### config.mk
export PLATFORM = sky130hd
export DESIGN_NAME = reservation_station_dispatch_unit
export DESIGN_NICKNAME = d
export VERILOG_FILES = /design/src/rtl/rsd_pkg.sv /design/src/rtl/rsd_entry_mem.sv /design/src/rtl/rsd_stall_unit.sv /design/src/rtl/reservation_station_dispatch_unit.sv
export SDC_FILE = /design/constraint.sdc
export NUM_CORES = 1
export LEC_CHECK = 0
export ABC_AREA = 0
export BUFFER_PORTS_ARGS = -buffer_cell sky130_fd_sc_hd__buf_2
export CAP_MARGIN = 20
export CORE_UTILIZATION = 38
export CTS_BUF_LIST = sky130_fd_sc_hd__clkbuf_16
export DETAILED_ROUTE_END_ITERATION = 6
export GPL_ROUTABILITY_DRIVEN = 0
export SYNTH_ARGS = -nofsm -noshare
export SYNTH_HDL_FRONTEND = slang
export SYNTH_HIERARCHICAL = 1
export SYNTH_SLANG_ARGS = --single-unit
### constraint.sdc
create_clock -name clk -period 13.7 [get_ports clk]
set_clock_uncertainty 0.15 [all_clocks]
set_input_delay 1.37 -clock clk [delete_from_list [all_inputs] [get_ports clk]]
set_output_delay 1.37 -clock clk [all_outputs]
set_load 0.01 [all_outputs]
### src/rtl/rsd_pkg.sv
// ----------------------------------------------------------------------------
// rsd_pkg
// Shared types and constants of the reservation station dispatch block.
// ----------------------------------------------------------------------------
package rsd_pkg;

  localparam int ENTRIES_DEF       = 8;
  localparam int UNITS_DEF         = 4;
  localparam int OPERAND_WIDTH_DEF = 32;

  localparam int MODE_W  = 2;
  localparam int ENTRY_W = 3;
  localparam int UNIT_W  = 2;
  localparam int VALUE_W = 32;
  localparam int STALL_W = 32;

  typedef enum logic [MODE_W-1:0] {
    MODE_WRITE    = 2'd0,
    MODE_AVAIL    = 2'd1,
    MODE_DISPATCH = 2'd2,
    MODE_READ     = 2'd3
  } mode_t;

  typedef struct packed {
    mode_t                mode;
    logic [ENTRY_W-1:0]   entry;
    logic                 entry_in_use;
    logic                 entry_started;
    logic                 ready_first;
    logic                 ready_second;
    logic [UNIT_W-1:0]    unit;
    logic [VALUE_W-1:0]   operand_first;
    logic [VALUE_W-1:0]   operand_second;
    logic                 unit_free;
  } item_t;

  typedef struct packed {
    logic                 dispatched;
    logic [UNIT_W-1:0]    target_unit;
    logic [ENTRY_W-1:0]   tag;
    logic [VALUE_W-1:0]   value_first;
    logic [VALUE_W-1:0]   value_second;
    logic [STALL_W-1:0]   stall_count;
  } result_t;

  // Per-entry control bits kept next to the operands in the entry memory.
  typedef struct packed {
    logic                 ready_first;
    logic                 ready_second;
    logic [UNIT_W-1:0]    unit;
  } slot_ctrl_t;

  // Request to the stall counter unit: which unit, and whether to count.
  typedef struct packed {
    logic                 inc;
    logic [UNIT_W-1:0]    unit;
  } stall_req_t;

endpackage

### src/rtl/rsd_entry_mem.sv
// ----------------------------------------------------------------------------
// rsd_entry_mem
// Entry memory holding ready flags, unit and operands of each entry.
// ----------------------------------------------------------------------------
module rsd_entry_mem
  import rsd_pkg::*;
#(
  parameter int ENTRIES       = ENTRIES_DEF,
  parameter int OPERAND_WIDTH = OPERAND_WIDTH_DEF,
  localparam int IW           = $clog2(ENTRIES)
) (
  input  logic                     clk,
  input  logic                     wr_en,
  input  logic [IW-1:0]            wr_addr,
  input  slot_ctrl_t               wr_ctrl,
  input  logic [OPERAND_WIDTH-1:0] wr_first,
  input  logic [OPERAND_WIDTH-1:0] wr_second,
  input  logic                     rd_en,
  input  logic [IW-1:0]            rd_addr,
  output slot_ctrl_t               rd_ctrl,
  output logic [OPERAND_WIDTH-1:0] rd_first,
  output logic [OPERAND_WIDTH-1:0] rd_second
);

  slot_ctrl_t               mem_ctrl   [ENTRIES];
  logic [OPERAND_WIDTH-1:0] mem_first  [ENTRIES];
  logic [OPERAND_WIDTH-1:0] mem_second [ENTRIES];

  always_ff @(posedge clk) begin
    if (wr_en) begin
      mem_ctrl[wr_addr]   <= wr_ctrl;
      mem_first[wr_addr]  <= wr_first;
      mem_second[wr_addr] <= wr_second;
    end
  end

  always_ff @(posedge clk) begin
    if (rd_en) begin
      rd_ctrl   <= mem_ctrl[rd_addr];
      rd_first  <= mem_first[rd_addr];
      rd_second <= mem_second[rd_addr];
    end
  end

endmodule

### src/rtl/rsd_stall_unit.sv
// ----------------------------------------------------------------------------
// rsd_stall_unit
// Per-unit saturating stall counters with one shared incrementer.
// ----------------------------------------------------------------------------
module rsd_stall_unit
  import rsd_pkg::*;
#(
  parameter int UNITS = UNITS_DEF,
  localparam int UW   = (UNITS > 1) ? $clog2(UNITS) : 1
) (
  input  logic               clk,
  input  logic               rst,
  input  stall_req_t         req,
  output logic [STALL_W-1:0] count
);

  logic [STALL_W-1:0] counters [UNITS];
  logic               in_range;

  // Units beyond the configured count read as zero and never count.
  assign in_range = 32'(req.unit) < UNITS;
  assign count    = in_range ? counters[UW'(req.unit)] : '0;

  always_ff @(posedge clk) begin
    if (rst) begin
      for (int i = 0; i < UNITS; i++) begin
        counters[i] <= '0;
      end
    end else if (req.inc && in_range && (count != '1)) begin
      counters[UW'(req.unit)] <= count + STALL_W'(1);
    end
  end

endmodule

### src/rtl/reservation_station_dispatch_unit.sv
// ----------------------------------------------------------------------------
// reservation_station_dispatch_unit
// Reservation station with entry writes, unit availability, a one-entry-per-
// cycle dispatch scan and saturating per-unit stall counters.
// ----------------------------------------------------------------------------
//
//   Channel  Handshake                  Payload   Moves
//   -------  -------------------------  --------  ---------------------------
//   item     item_valid / item_stall    item_t    one command transaction
//   result   result_valid / result_stall result_t one result transaction
//
// Every accepted transaction produces exactly one result transaction.
// A dispatch scans the table: the entry memory has one read port, so the
// scan examines one entry per cycle, in the cycle after the read it issued,
// and stops at the first entry that dispatches or once every entry is read.
// Reset (rst, synchronous) clears all entries, unit flags, stall counters and
// the scan start; no clearing pass is needed since entry valid bits are flops.
// item_stall is high while a transaction is in work; a stalled result is held
// in the output register and a finished transaction waits in ST_DONE behind it.
//
module reservation_station_dispatch_unit
  import rsd_pkg::*;
#(
  parameter int ENTRIES       = ENTRIES_DEF,
  parameter int UNITS         = UNITS_DEF,
  parameter int OPERAND_WIDTH = OPERAND_WIDTH_DEF
) (
  input  logic    clk,
  input  logic    rst,
  input  logic    item_valid,
  output logic    item_stall,
  input  item_t   item,
  output logic    result_valid,
  input  logic    result_stall,
  output result_t result
);

  localparam int IW = $clog2(ENTRIES);
  localparam int CW = $clog2(ENTRIES + 1);
  localparam int UW = (UNITS > 1) ? $clog2(UNITS) : 1;

  typedef enum logic [2:0] {
    ST_IDLE = 3'b001,
    ST_SCAN = 3'b010,
    ST_DONE = 3'b100
  } state_t;

  state_t                   state;
  item_t                    cur;
  result_t                  res;
  logic [IW-1:0]            scan_start;
  logic [CW-1:0]            issue_cnt;
  logic                     rd_valid;
  logic [IW-1:0]            rd_idx;
  logic [ENTRIES-1:0]       used;
  logic [ENTRIES-1:0]       started;
  logic [UNITS-1:0]         available;

  logic                     issuing;
  logic                     rd_en;
  logic [IW:0]              idx_sum;
  logic [IW-1:0]            idx;
  logic [IW-1:0]            scan_next;
  slot_ctrl_t               rd_ctrl;
  logic [OPERAND_WIDTH-1:0] rd_first;
  logic [OPERAND_WIDTH-1:0] rd_second;
  logic                     cand;
  logic                     free;
  logic                     hit;
  logic                     done_fire;
  logic                     entry_ok;
  logic                     wr_en;
  slot_ctrl_t               wr_ctrl;
  stall_req_t               stall_req;
  logic [STALL_W-1:0]       stall_count;
  result_t                  done_res;

  // The block takes a new transaction only when nothing is in work.
  assign item_stall = (state != ST_IDLE);

  // Scan index: scan start plus the number of reads issued, wrapped once.
  assign issuing = (state == ST_SCAN) && (issue_cnt < CW'(ENTRIES));
  assign idx_sum = {1'b0, scan_start} + (IW + 1)'(issue_cnt);
  assign idx     = (idx_sum >= (IW + 1)'(ENTRIES)) ?
                   IW'(idx_sum - (IW + 1)'(ENTRIES)) : IW'(idx_sum);
  assign scan_next = (32'(scan_start) == ENTRIES - 1) ? '0 : scan_start + IW'(1);

  // Examine the entry read in the previous cycle.
  assign cand = rd_valid && used[rd_idx] && !started[rd_idx] &&
                rd_ctrl.ready_first && rd_ctrl.ready_second;
  assign free = (32'(rd_ctrl.unit) < UNITS) && available[UW'(rd_ctrl.unit)];
  assign hit  = (state == ST_SCAN) && cand && free;
  assign rd_en = issuing && !hit;

  // A ready entry whose unit is busy counts one stall for that unit. Outside
  // the scan the counter port serves the counter read of the current command.
  always_comb begin
    stall_req.inc  = (state == ST_SCAN) && cand && !free;
    stall_req.unit = (state == ST_SCAN) ? rd_ctrl.unit : cur.unit;
  end

  assign entry_ok  = 32'(cur.entry) < ENTRIES;
  assign done_fire = (state == ST_DONE) && (!result_valid || !result_stall);
  assign wr_en     = done_fire && (cur.mode == MODE_WRITE) && entry_ok;

  always_comb begin
    wr_ctrl.ready_first  = cur.ready_first;
    wr_ctrl.ready_second = cur.ready_second;
    wr_ctrl.unit         = cur.unit;
  end

  // Final result of the current command.
  always_comb begin
    done_res = '0;
    case (cur.mode)
      MODE_DISPATCH: done_res = res;
      MODE_READ:     done_res.stall_count = stall_count;
      default:       done_res = '0;
    endcase
  end

  rsd_entry_mem #(
    .ENTRIES       (ENTRIES),
    .OPERAND_WIDTH (OPERAND_WIDTH)
  ) u_mem (
    .clk       (clk),
    .wr_en     (wr_en),
    .wr_addr   (IW'(cur.entry)),
    .wr_ctrl   (wr_ctrl),
    .wr_first  (OPERAND_WIDTH'(cur.operand_first)),
    .wr_second (OPERAND_WIDTH'(cur.operand_second)),
    .rd_en     (rd_en),
    .rd_addr   (idx),
    .rd_ctrl   (rd_ctrl),
    .rd_first  (rd_first),
    .rd_second (rd_second)
  );

  rsd_stall_unit #(
    .UNITS (UNITS)
  ) u_stall (
    .clk   (clk),
    .rst   (rst),
    .req   (stall_req),
    .count (stall_count)
  );

  // Sequencer, scan bookkeeping and entry flags.
  always_ff @(posedge clk) begin
    if (rst) begin
      state      <= ST_IDLE;
      scan_start <= '0;
      issue_cnt  <= '0;
      rd_valid   <= 1'b0;
      used       <= '0;
      started    <= '0;
      available  <= '0;
    end else begin
      case (state)
        ST_IDLE: begin
          if (item_valid) begin
            issue_cnt <= '0;
            rd_valid  <= 1'b0;
            if (item.mode == MODE_DISPATCH) begin
              state <= ST_SCAN;
            end else begin
              state <= ST_DONE;
            end
          end
        end
        ST_SCAN: begin
          rd_valid <= rd_en;
          if (rd_en) begin
            issue_cnt <= issue_cnt + CW'(1);
          end
          if (hit) begin
            started[rd_idx] <= 1'b1;
            scan_start      <= scan_next;
            state           <= ST_DONE;
          end else if (!issuing && !rd_valid) begin
            state <= ST_DONE;
          end
        end
        ST_DONE: begin
          if (done_fire) begin
            state <= ST_IDLE;
            if (wr_en) begin
              used[IW'(cur.entry)]    <= cur.entry_in_use;
              started[IW'(cur.entry)] <= cur.entry_started;
            end
            if ((cur.mode == MODE_AVAIL) && (32'(cur.unit) < UNITS)) begin
              available[UW'(cur.unit)] <= cur.unit_free;
            end
          end
        end
        default: begin
          state <= ST_IDLE;
        end
      endcase
    end
  end

  // Payload registers: the command in work and the dispatch result.
  always_ff @(posedge clk) begin
    if ((state == ST_IDLE) && item_valid) begin
      cur <= item;
      res <= '0;
    end else if (hit) begin
      res.dispatched   <= 1'b1;
      res.target_unit  <= rd_ctrl.unit;
      res.tag          <= ENTRY_W'(rd_idx);
      res.value_first  <= VALUE_W'(rd_first);
      res.value_second <= VALUE_W'(rd_second);
    end
    if (rd_en) begin
      rd_idx <= idx;
    end
  end

  // Output register.
  always_ff @(posedge clk) begin
    if (rst) begin
      result_valid <= 1'b0;
    end else if (done_fire) begin
      result_valid <= 1'b1;
    end else if (!result_stall) begin
      result_valid <= 1'b0;
    end
  end

  always_ff @(posedge clk) begin
    if (done_fire) begin
      result <= done_res;
    end
  end

  // The scan never issues more reads than there are entries.
  a_issue_bound: assert property (@(posedge clk) disable iff (rst)
    issue_cnt <= CW'(ENTRIES))
    else $error("scan issued more reads than entries");

  // A dispatch moves the scan start on by exactly one place.
  a_scan_advance: assert property (@(posedge clk) disable iff (rst)
    hit |=> (scan_start == $past(scan_next)))
    else $error("scan start did not advance after dispatch");

  // The dispatched entry is marked started and the sequencer finishes.
  a_mark_started: assert property (@(posedge clk) disable iff (rst)
    hit |=> (started[$past(rd_idx)] && (state == ST_DONE)))
    else $error("dispatched entry not marked started");

  // Only a dispatch command ever runs the scan.
  a_scan_mode: assert property (@(posedge clk) disable iff (rst)
    (state == ST_SCAN) |-> (cur.mode == MODE_DISPATCH))
    else $error("scan running for a non-dispatch command");

endmodule

==> summary.txt, run 1 <==
GRT Total Usage = 0.155
CTS tree = done
number of hold-repair buffers added at the cts stage = 0
Hold Path Class = flip-flop to flip-flop
total number of vias = 18800
width of the chip = 323 um
static leakage = 0.0147 uW
via/cell ratio = 5.05
total standard cell area after synthesis = 39200 um2
starting utilization of the core area = 0.384
number of cells produced by synthesis = 2057
number of global-route vias before repair = 19600
area inside the core boundary = 102000 um2
peak fanout along the critical path = 37
total power of the final layout = 6450 uW
post-CTS clock slew at the launch and capture registers of the worst setup and hold paths = 0.06 ns
number of I/O port buffers = 183
peak clock frequency supported by timing = 0.184 GHz
layout-stage area growth over the synthesis result = 14.7%
total of cells resized after clock tree synthesis = 0
most used flip-flop cell after synthesis = sky130_fd_sc_hd__edfxtp_1
I/O pin total = 184
Clock Latency Late Sink = 0.69 ns
remaining global-route overflow = 0
number of storage elements in the synthesis netlist = 1023
first-pass GRT wire length = 121 mm
worst slew pin tran = 1.10 ns
cell depth of the worst hold path = 2
pin count of the biggest net entering global routing = 143
Crit path required time = 13.76 ns
Detailed Route Iter0 Violations = 1627
Post-CTS Setup Bufs = 0
most frequent cell after synthesis = sky130_fd_sc_hd__edfxtp_1
area share of the largest cell type after synthesis = 0.705
RSZ-0062 raised after global routing = false
VDD IR-drop max = 0.0966 mV
Core Util, Final = 0.441
first-pass iteration count of the detailed router = 5
Yosys warning total = 6
type of element capturing the critical path = flip-flop
power density cells = 143 nW/um2
sequential fraction of the synthesis area = 0.757
Tcrit/Tclk final = 0.398
post-route minimum period = 5.45 ns
half-perimeter wire length of the detailed placement result = 45.3 mm
Die Outline Area = 105000 um2
remaining number of nets flagged by the antenna check after routing = 0
critical path class = flip-flop to flip-flop
routed length per instance = 21.6 um
number of enable-type register cells in the synthesized netlist = 921
number of DRC violations after detailed routing = 0
top cell type by total area after synthesis = sky130_fd_sc_hd__edfxtp_1
Worst EP arrival = 5.50 ns
Num CTS Buffers = 104
nets = 2352
number of core rows = 117
share of cells above drive strength 1 = 0.279
FF-to-FF path depth = 11
die height = 323 um
number of fill cells = 8736
Post-Syn Nets = 2143
Num Clock Sinks = 1023
number of antenna violations at the first check in global routing = 2
category of the worst setup path launch point = flip-flop
number of failing setup endpoints in the final timing report = 0
number of levels in the clock H-tree = 3
Clock Tree Buf Depth = 3
status = complete, no violations
Post-Syn Area per Cell = 19.1 um2
main area contributors after synthesis = sky130_fd_sc_hd__edfxtp_1, sky130_fd_sc_hd__mux4_2, sky130_fd_sc_hd__dfxtp_1
max_slew headroom = 0.265
Post-synth top cells = sky130_fd_sc_hd__edfxtp_1, sky130_fd_sc_hd__nor2_1, sky130_fd_sc_hd__mux4_2
setup TNS = 0 ns
total wire length = 80.5 mm
count of cell types in the netlist = 63
max-cap violations = 0
max-slew violation count = 0
fraction of registers with async set/reset = 0
number of hold violations in the final report = 0
clock root buffer = sky130_fd_sc_hd__clkbuf_16
area by class of cell:
cell class              instances  area [um2]  share of cell area
multi-input cells             901        8840               0.197
repair buffers                214        1200              0.0266
well taps                    1368        1710              0.0380
flip-flops and latches       1023       29700               0.660
inverters                      22        87.6             0.00195
diodes                          3        7.51            0.000167
clock inverters                90         841              0.0187
clock buffers                 104        2600              0.0578
layer usage:
layer  global-route usage  part of all wire
met2                0.263              0.50
met4               0.0448             0.019
met1                0.206              0.43
met5                    0                 0
met3               0.0249             0.051
worst max-delay path, cell delays in order (launching register included):
cell,delay [ns]
sky130_fd_sc_hd__dfxtp_1,0.41
sky130_fd_sc_hd__nor3b_1,0.41
sky130_fd_sc_hd__nand2_1,0.14
sky130_fd_sc_hd__nand2_2,0.09
sky130_fd_sc_hd__buf_4,0.55
sky130_fd_sc_hd__mux4_2,0.48
sky130_fd_sc_hd__ha_1,0.22
sky130_fd_sc_hd__nand3_1,0.24
sky130_fd_sc_hd__nor4_4,0.55
sky130_fd_sc_hd__nand4_1,0.37
sky130_fd_sc_hd__nand3_2,0.61
sky130_fd_sc_hd__nand2b_2,0.67
cells by family (layout without fill, tap and decap cells):
family / Yosys count / after routing / synth area share
buffers and inverters: 133 / 430 / 0.0205
muxes: 330 / 330 / 0.141
AOI/OAI and AO/OA: 48 / 48 / 0.00912
adders and majority gates: 6 / 6 / 0.00211
other: 0 / 3 / 0
and+or+nand+nor: 485 / 485 / 0.0634
DFF: 1023 / 1023 / 0.757
xor gates and xnor gates: 32 / 32 / 0.00714
worst paths after layout:
kind	startpoint	slack, ns	to
worst min-delay path	res[101]	0.32	res[101]
worst min register to register	res[101]	0.32	res[101]
worst max register to register	state[1]	8.25	u_stall/counters[2][2]
worst max-delay path	state[1]	8.25	u_stall/counters[2][2]
layout by cell type (no fill, tap or decap), types with 9 or more instances in the layout:
cell / n
sky130_fd_sc_hd__inv_1: 54
sky130_fd_sc_hd__nor3b_1: 10
sky130_fd_sc_hd__clkbuf_16: 104
sky130_fd_sc_hd__edfxtp_1: 921
sky130_fd_sc_hd__nand2b_1: 11
sky130_fd_sc_hd__xor2_1: 11
sky130_fd_sc_hd__a21oi_1: 9
sky130_fd_sc_hd__buf_2: 183
sky130_fd_sc_hd__buf_4: 26
sky130_fd_sc_hd__mux2i_1: 88
sky130_fd_sc_hd__nor2_1: 231
sky130_fd_sc_hd__mux4_2: 170
sky130_fd_sc_hd__nand2_1: 39
sky130_fd_sc_hd__and3_1: 37
sky130_fd_sc_hd__and2_1: 70
sky130_fd_sc_hd__xnor2_1: 20
sky130_fd_sc_hd__bufinv_16: 11
sky130_fd_sc_hd__clkinv_1: 13
sky130_fd_sc_hd__mux2_2: 72
sky130_fd_sc_hd__clkinv_2: 13
sky130_fd_sc_hd__dfxtp_1: 102
sky130_fd_sc_hd__nand3_1: 18
registers in the layout (all words and copies together), names as in the netlist, 3 cells and up:
name	flops
state	3
result	102
started	8
u_mem/mem_ctrl	32
used	8
u_mem/rd_first	32
u_mem/mem_first	256
u_mem/rd_second	32
available	4
res	70
scan_start	3
rd_idx	3
cur	76
u_mem/rd_ctrl	4
u_mem/mem_second	256
issue_cnt	4
u_stall/counters	128
stage by stage:
step | setup WS [ns] | hold WS, ns | cells | instance area [um2]
global placement | 8.46 | 0.298 | 3525 | 41500
global route | 7.84 | 0.355 | 3722 | 45000
finish | 8.25 | 0.320 | 3725 | 45000
detailed placement | 8.32 | 0.321 | 3526 | 41500
floorplan | 5.99 | 0.282 | 2057 | 39200
CTS | 8.22 | 0.325 | 3720 | 45000
power breakdown:
part | internal (uW) | switching (uW) | total, uW
clock | 1600 | 1200 | 2800
sequential | 3450 | 43.3 | 3490
combinational | 51.3 | 111 | 162
Note: power is estimated with default switching activity, not from simulation.
==> run 2: changes to the inputs <==
Clock period 13.7 ns to 4.5 ns, I/O delays scaled along.
==> summary.txt, run 2 (synthesis results as in run 1) <==
total number of vias = 19400
switching share of power = 0.210
PnR worst setup slack = 0.385 ns
worst setup path startpoint = state[1]
FF-to-FF path depth = 11
CTS tree = done
Core Util, Final = 0.452
layout-stage area growth over the synthesis result = 17.6%
worst reg2reg path startpoint = state[1]
routed length per instance = 22.0 um
Crit path buffers/inverters = 2
portion of total power attributed to sequential cells = 0.543
width of the chip = 323 um
number of fill cells = 8760
P_int = 15500 uW
final design area excluding fillers = 46100 um2
number of global-route vias before repair = 20300
number of DRC violations after detailed routing = 0
Tcrit/Tclk final = 0.914
static leakage = 0.0152 uW
area inside the core boundary = 102000 um2
remaining number of nets flagged by the antenna check after routing = 0
type of element capturing the critical path = flip-flop
first-pass iteration count of the detailed router = 6
post-route minimum period = 4.12 ns
number of antenna violations at the first check in global routing = 4
Num Clock Sinks = 1023
category of the worst setup path launch point = flip-flop
number of hold violations in the final report = 0
most frequent cells in the layout = sky130_fd_sc_hd__edfxtp_1, sky130_fd_sc_hd__nor2_1, sky130_fd_sc_hd__buf_2
Crit path largest cell delay = 0.49 ns
cell with the largest stage delay on the worst path = sky130_fd_sc_hd__or3b_1
number of I/O port buffers = 183
pin count of the biggest net entering global routing = 93
Top Registers = u_mem/mem_first: 256 flops, u_mem/mem_second: 256 flops, u_stall/counters: 128 flops
number of hold-repair buffers added at the cts stage = 77
peak clock frequency supported by timing = 0.243 GHz
clock root buffer = sky130_fd_sc_hd__clkbuf_16
number of levels in the clock H-tree = 3
Post-CTS Setup Bufs = 0
max_slew headroom = 0.416
via/cell ratio = 5.06
sequence of cells on the critical path = or3b_1, nand2_1, nand2_2, buf_4, mux4_2, nand4_2, nor4_4, nand4_1, nand2b_1, nand2b_1, buf_4
post-CTS clock slew at the launch and capture registers of the worst setup and hold paths = 0.06 ns
power density cells = 425 nW/um2
share of cells above drive strength 1 = 0.278
max-cap violations = 0
register-to-register setup slack = 0.38 ns
status = complete, no violations
setup TNS = 0 ns
Sw Pwr = 4110 uW
first-pass GRT wire length = 126 mm
nets = 2464
peak fanout along the critical path = 23
GRT Total Usage = 0.163
endpoint of the most critical setup path = u_stall/counters[0][16]
max-slew violation count = 0
Reg-to-Reg End = u_stall/counters[0][16]
Num CTS Buffers = 103
starting utilization of the core area = 0.384
Crit path required time = 4.74 ns
kind of cell adding the most delay to the critical path = simple AND/OR/NAND/NOR gates
die height = 323 um
number of core rows = 117
worst slew pin tran = 0.876 ns
total of cells resized after clock tree synthesis = 0
critical path class = flip-flop to flip-flop
Clock Latency Late Sink = 0.68 ns
VDD IR-drop max = 0.256 mV
total wire length = 84.5 mm
Detailed Route Iter0 Violations = 1632
remaining global-route overflow = 0
Die Outline Area = 105000 um2
most common cell after layout, fill and taps aside = sky130_fd_sc_hd__edfxtp_1
Post-Place Setup Slack = 0.416 ns
Clock Tree Buf Depth = 3
Worst EP arrival = 4.35 ns
Hold Path Class = input port to flip-flop
I/O pin total = 184
dpl cell area = 42000 um2
number of failing setup endpoints in the final timing report = 0
cell count along the critical path = 11
clock network power share = 0.428
combinational group share of total power = 0.030
RSZ-0062 raised after global routing = false
half-perimeter wire length of the detailed placement result = 47.3 mm
worst hold slack = 0.106 ns
==> run 2: cell count changes in the layout (fill, tap and decap cells not counted), sizes merged <==
cell and delta:
clkbuf +1, clkinvlp -4, buf +36, inv -3
clkinv +8, diode -2, dlygate4sd3 +77, bufinv -2
==> run 2: power by group through the flow <==
| stage | Combinational (uW) | Sequential, uW | Clock, uW |
|---|---|---|---|
| global placement | 525 | 10800 | 0 |
| finish | 579 | 10600 | 8380 |
| detailed placement | 533 | 10800 | 0 |
| global route | 627 | 10600 | 8940 |
| CTS | 588 | 10600 | 8600 |
| floorplan | 313 | 10800 | 0 |
==> run 2: worst min-delay path, delay by kind of cell <==
family / cells / cell delay (ns)
AOI/OAI and AO/OA: 2 / 0.19
buffers and inverters: 1 / 0.15
and+or+nand+nor: 1 / 0.10
==> run 2: per-layer routing <==
layer / part of all wire / vias up / GRT usage
met5: 0.00013 / - / 0
met4: 0.017 / 2 / 0.0445
met2: 0.49 / 535 / 0.271
met3: 0.055 / 116 / 0.0262
met1: 0.43 / 10100 / 0.220
li1: - / 8674 / -
==> run 2: worst min path at each step <==
stage | start | depth (start not counted) | slack, ns | endpoint
4_1_cts | item_valid | 4 | 0.05 | state[0]
5_1_grt | item_valid | 4 | 0.10 | state[0]
3_3_place_gp | res[101] | 2 | 0.30 | res[101]
3_5_place_dp | res[101] | 2 | 0.31 | res[101]
2_1_floorplan | res[101] | 2 | 0.28 | res[101]
6_report | item_valid | 4 | 0.11 | state[0]
==> run 2: area by class of cell <==
cell class	count	area, um2	share of cell area
Antenna cell	1	2.50	0.0000542
Tap cell	1368	1710	0.0371
Clock buffer	105	2630	0.0570
Inverter	22	87.6	0.00190
Clock inverter	89	702	0.0152
Sequential cell	1023	29700	0.644
Multi-Input combinational cell	901	8850	0.192
Timing Repair Buffer	327	2450	0.0532
==> run 2: through the flow <==
stage | total power [uW] | instances
global placement | 11300 | 3563
detailed placement | 11400 | 3563
global route | 20200 | 3835
floorplan | 11100 | 2057
CTS | 19800 | 3834
finish | 19600 | 3836
==> run 3: changes to the inputs <==
==> constraint.sdc (replaced) <==
create_clock -name clk -period 4.5 [get_ports clk]
set_clock_uncertainty 0.15 [all_clocks]
set_input_delay 0.225 -clock clk [delete_from_list [all_inputs] [get_ports clk]]
set_output_delay 0.225 -clock clk [all_outputs]
set_load 0.01 [all_outputs]
==> summary.txt, run 3 (synthesis results as in run 1) <==
most frequent cells in the layout = sky130_fd_sc_hd__edfxtp_1, sky130_fd_sc_hd__nor2_1, sky130_fd_sc_hd__buf_2
post-CTS clock slew at the launch and capture registers of the worst setup and hold paths = 0.06 ns
cell depth of the worst hold path = 2
Num Clock Sinks = 1023
Tcrit/Tclk final = 0.911
Core Util, Final = 0.452
final design area excluding fillers = 46200 um2
antenna diode count = 0
Clock Tree Buf Depth = 3
Worst EP arrival = 4.34 ns
number of global-route vias before repair = 20400
post-route minimum period = 4.10 ns
launch instance of the worst min-delay path = item[28]
layout-stage area growth over the synthesis result = 17.7%
number of I/O port buffers = 183
total power of the final layout = 19600 uW
max_slew headroom = 0.409
PnR worst setup slack = 0.402 ns
Top Registers = u_mem/mem_first: 256 flops, u_mem/mem_second: 256 flops, u_stall/counters: 128 flops
peak fanout along the critical path = 21
cell with the largest stage delay on the worst path = sky130_fd_sc_hd__or3b_1
number of DRC violations after detailed routing = 0
area inside the core boundary = 102000 um2
register-to-register setup slack = 0.40 ns
Detailed Route Iter0 Violations = 1503
Hold Crit Endpoint = cur[28]
first-pass iteration count of the detailed router = 5
die height = 323 um
CTS tree = done
VDD IR-drop max = 0.256 mV
Final Instance Count excl. Fillers = 3838
routed length per instance = 22.0 um
remaining number of nets flagged by the antenna check after routing = 0
half-perimeter wire length of the detailed placement result = 47.3 mm
dpl cell area = 42000 um2
category of the worst setup path launch point = flip-flop
power density cells = 425 nW/um2
Clock Latency Late Sink = 0.68 ns
Crit path largest cell delay = 0.48 ns
worst reg2reg path startpoint = state[1]
static leakage = 0.0152 uW
critical path class = flip-flop to flip-flop
number of levels in the clock H-tree = 3
number of core rows = 117
number of fill cells = 8757
Num CTS Buffers = 103
width of the chip = 323 um
via/cell ratio = 5.06
sequence of cells on the critical path = or3b_1, nand2_1, nand2_2, buf_4, mux4_2, nand4_2, nor4_4, nand4_1, a41o_1, buf_4
type of element capturing the critical path = flip-flop
number of hold violations in the final report = 0
most common cell after layout, fill and taps aside = sky130_fd_sc_hd__edfxtp_1
number of failing setup endpoints in the final timing report = 0
starting utilization of the core area = 0.384
number of antenna violations at the first check in global routing = 4
max-cap violations = 0
FF-to-FF path depth = 10
total of cells resized after clock tree synthesis = 0
area of the multi-input gates = 8850 um2
first-pass GRT wire length = 126 mm
number of hold-repair buffers added at the cts stage = 80
RSZ-0062 raised after global routing = false
nets = 2467
Post-CTS Setup Bufs = 0
share of cells above drive strength 1 = 0.278
status = complete, no violations
total wire length = 84.5 mm
I/O pin total = 184
GRT Total Usage = 0.163
Die Outline Area = 105000 um2
clock root buffer = sky130_fd_sc_hd__clkbuf_16
peak clock frequency supported by timing = 0.244 GHz
Reg-to-Reg End = u_stall/counters[3][1]
pin count of the biggest net entering global routing = 93
Crit path top cell by count = sky130_fd_sc_hd__buf_4
Placed Cells = 3563
max-slew violation count = 0
Hold Path Class = input port to flip-flop
Post-Place Setup Slack = 0.416 ns
Register Area = 29700 um2
Crit path required time = 4.74 ns
remaining global-route overflow = 0
worst slew pin tran = 0.887 ns
total number of vias = 19400
## run 3: per-layer routing
metal  share of wire  track usage  vias up  wire, um
met5         0.00013            0        -        11
met4           0.018       0.0445        2      1480
met3           0.055       0.0262      116      4650
met2            0.49        0.271      552     41600
met1            0.44        0.220    10100     36800
li1                -            -     8676         -
## run 3: layout make-up
type / instances / share of cell area
clock buffers: 105 / 0.0569
multi-input cells: 901 / 0.192
repair buffers: 330 / 0.0538
inverters: 22 / 0.00190
flip-flops and latches: 1023 / 0.643
clock inverters: 89 / 0.0152
well taps: 1368 / 0.0371
## run 3: worst max-delay path, delay by kind of cell (launching register included)
family / cells / cell delay, ns
AO/OA/AOI/OAI: 1 / 0.35
AND/OR/NAND/NOR: 6 / 1.86
buffers and inverters: 2 / 0.58
flip-flops: 1 / 0.41
multiplexers: 1 / 0.44
## run 3: report_power, final
part | internal, uW | switching [uW]
sequential | 10500 | 129
clock | 4770 | 3620
combinational | 216 | 365
## run 3: per-stage QoR
stage / setup TNS, ns / hold slack (ns)
finish: 0 / 0.101
global route: 0 / 0.0881
CTS: 0 / 0.0536
detailed placement: 0 / 0.253
global placement: 0 / 0.252
floorplan: -315.27 / 0.174
## run 3: worst max-delay path by stage
stage                                          to  slack [ns]  depth (start not counted)     start
after floorplan              u_mem/mem_ctrl[1][0]       -0.74                          7  state[2]
after global placement    u_stall/counters[0][23]        0.51                         10  state[1]
after detailed placement   u_stall/counters[3][2]        0.42                         10  state[1]
after CTS                  u_stall/counters[3][6]        0.40                         10  state[1]
after global routing       u_stall/counters[3][6]        0.15                         10  state[1]
final                      u_stall/counters[3][1]        0.40                         10  state[1]
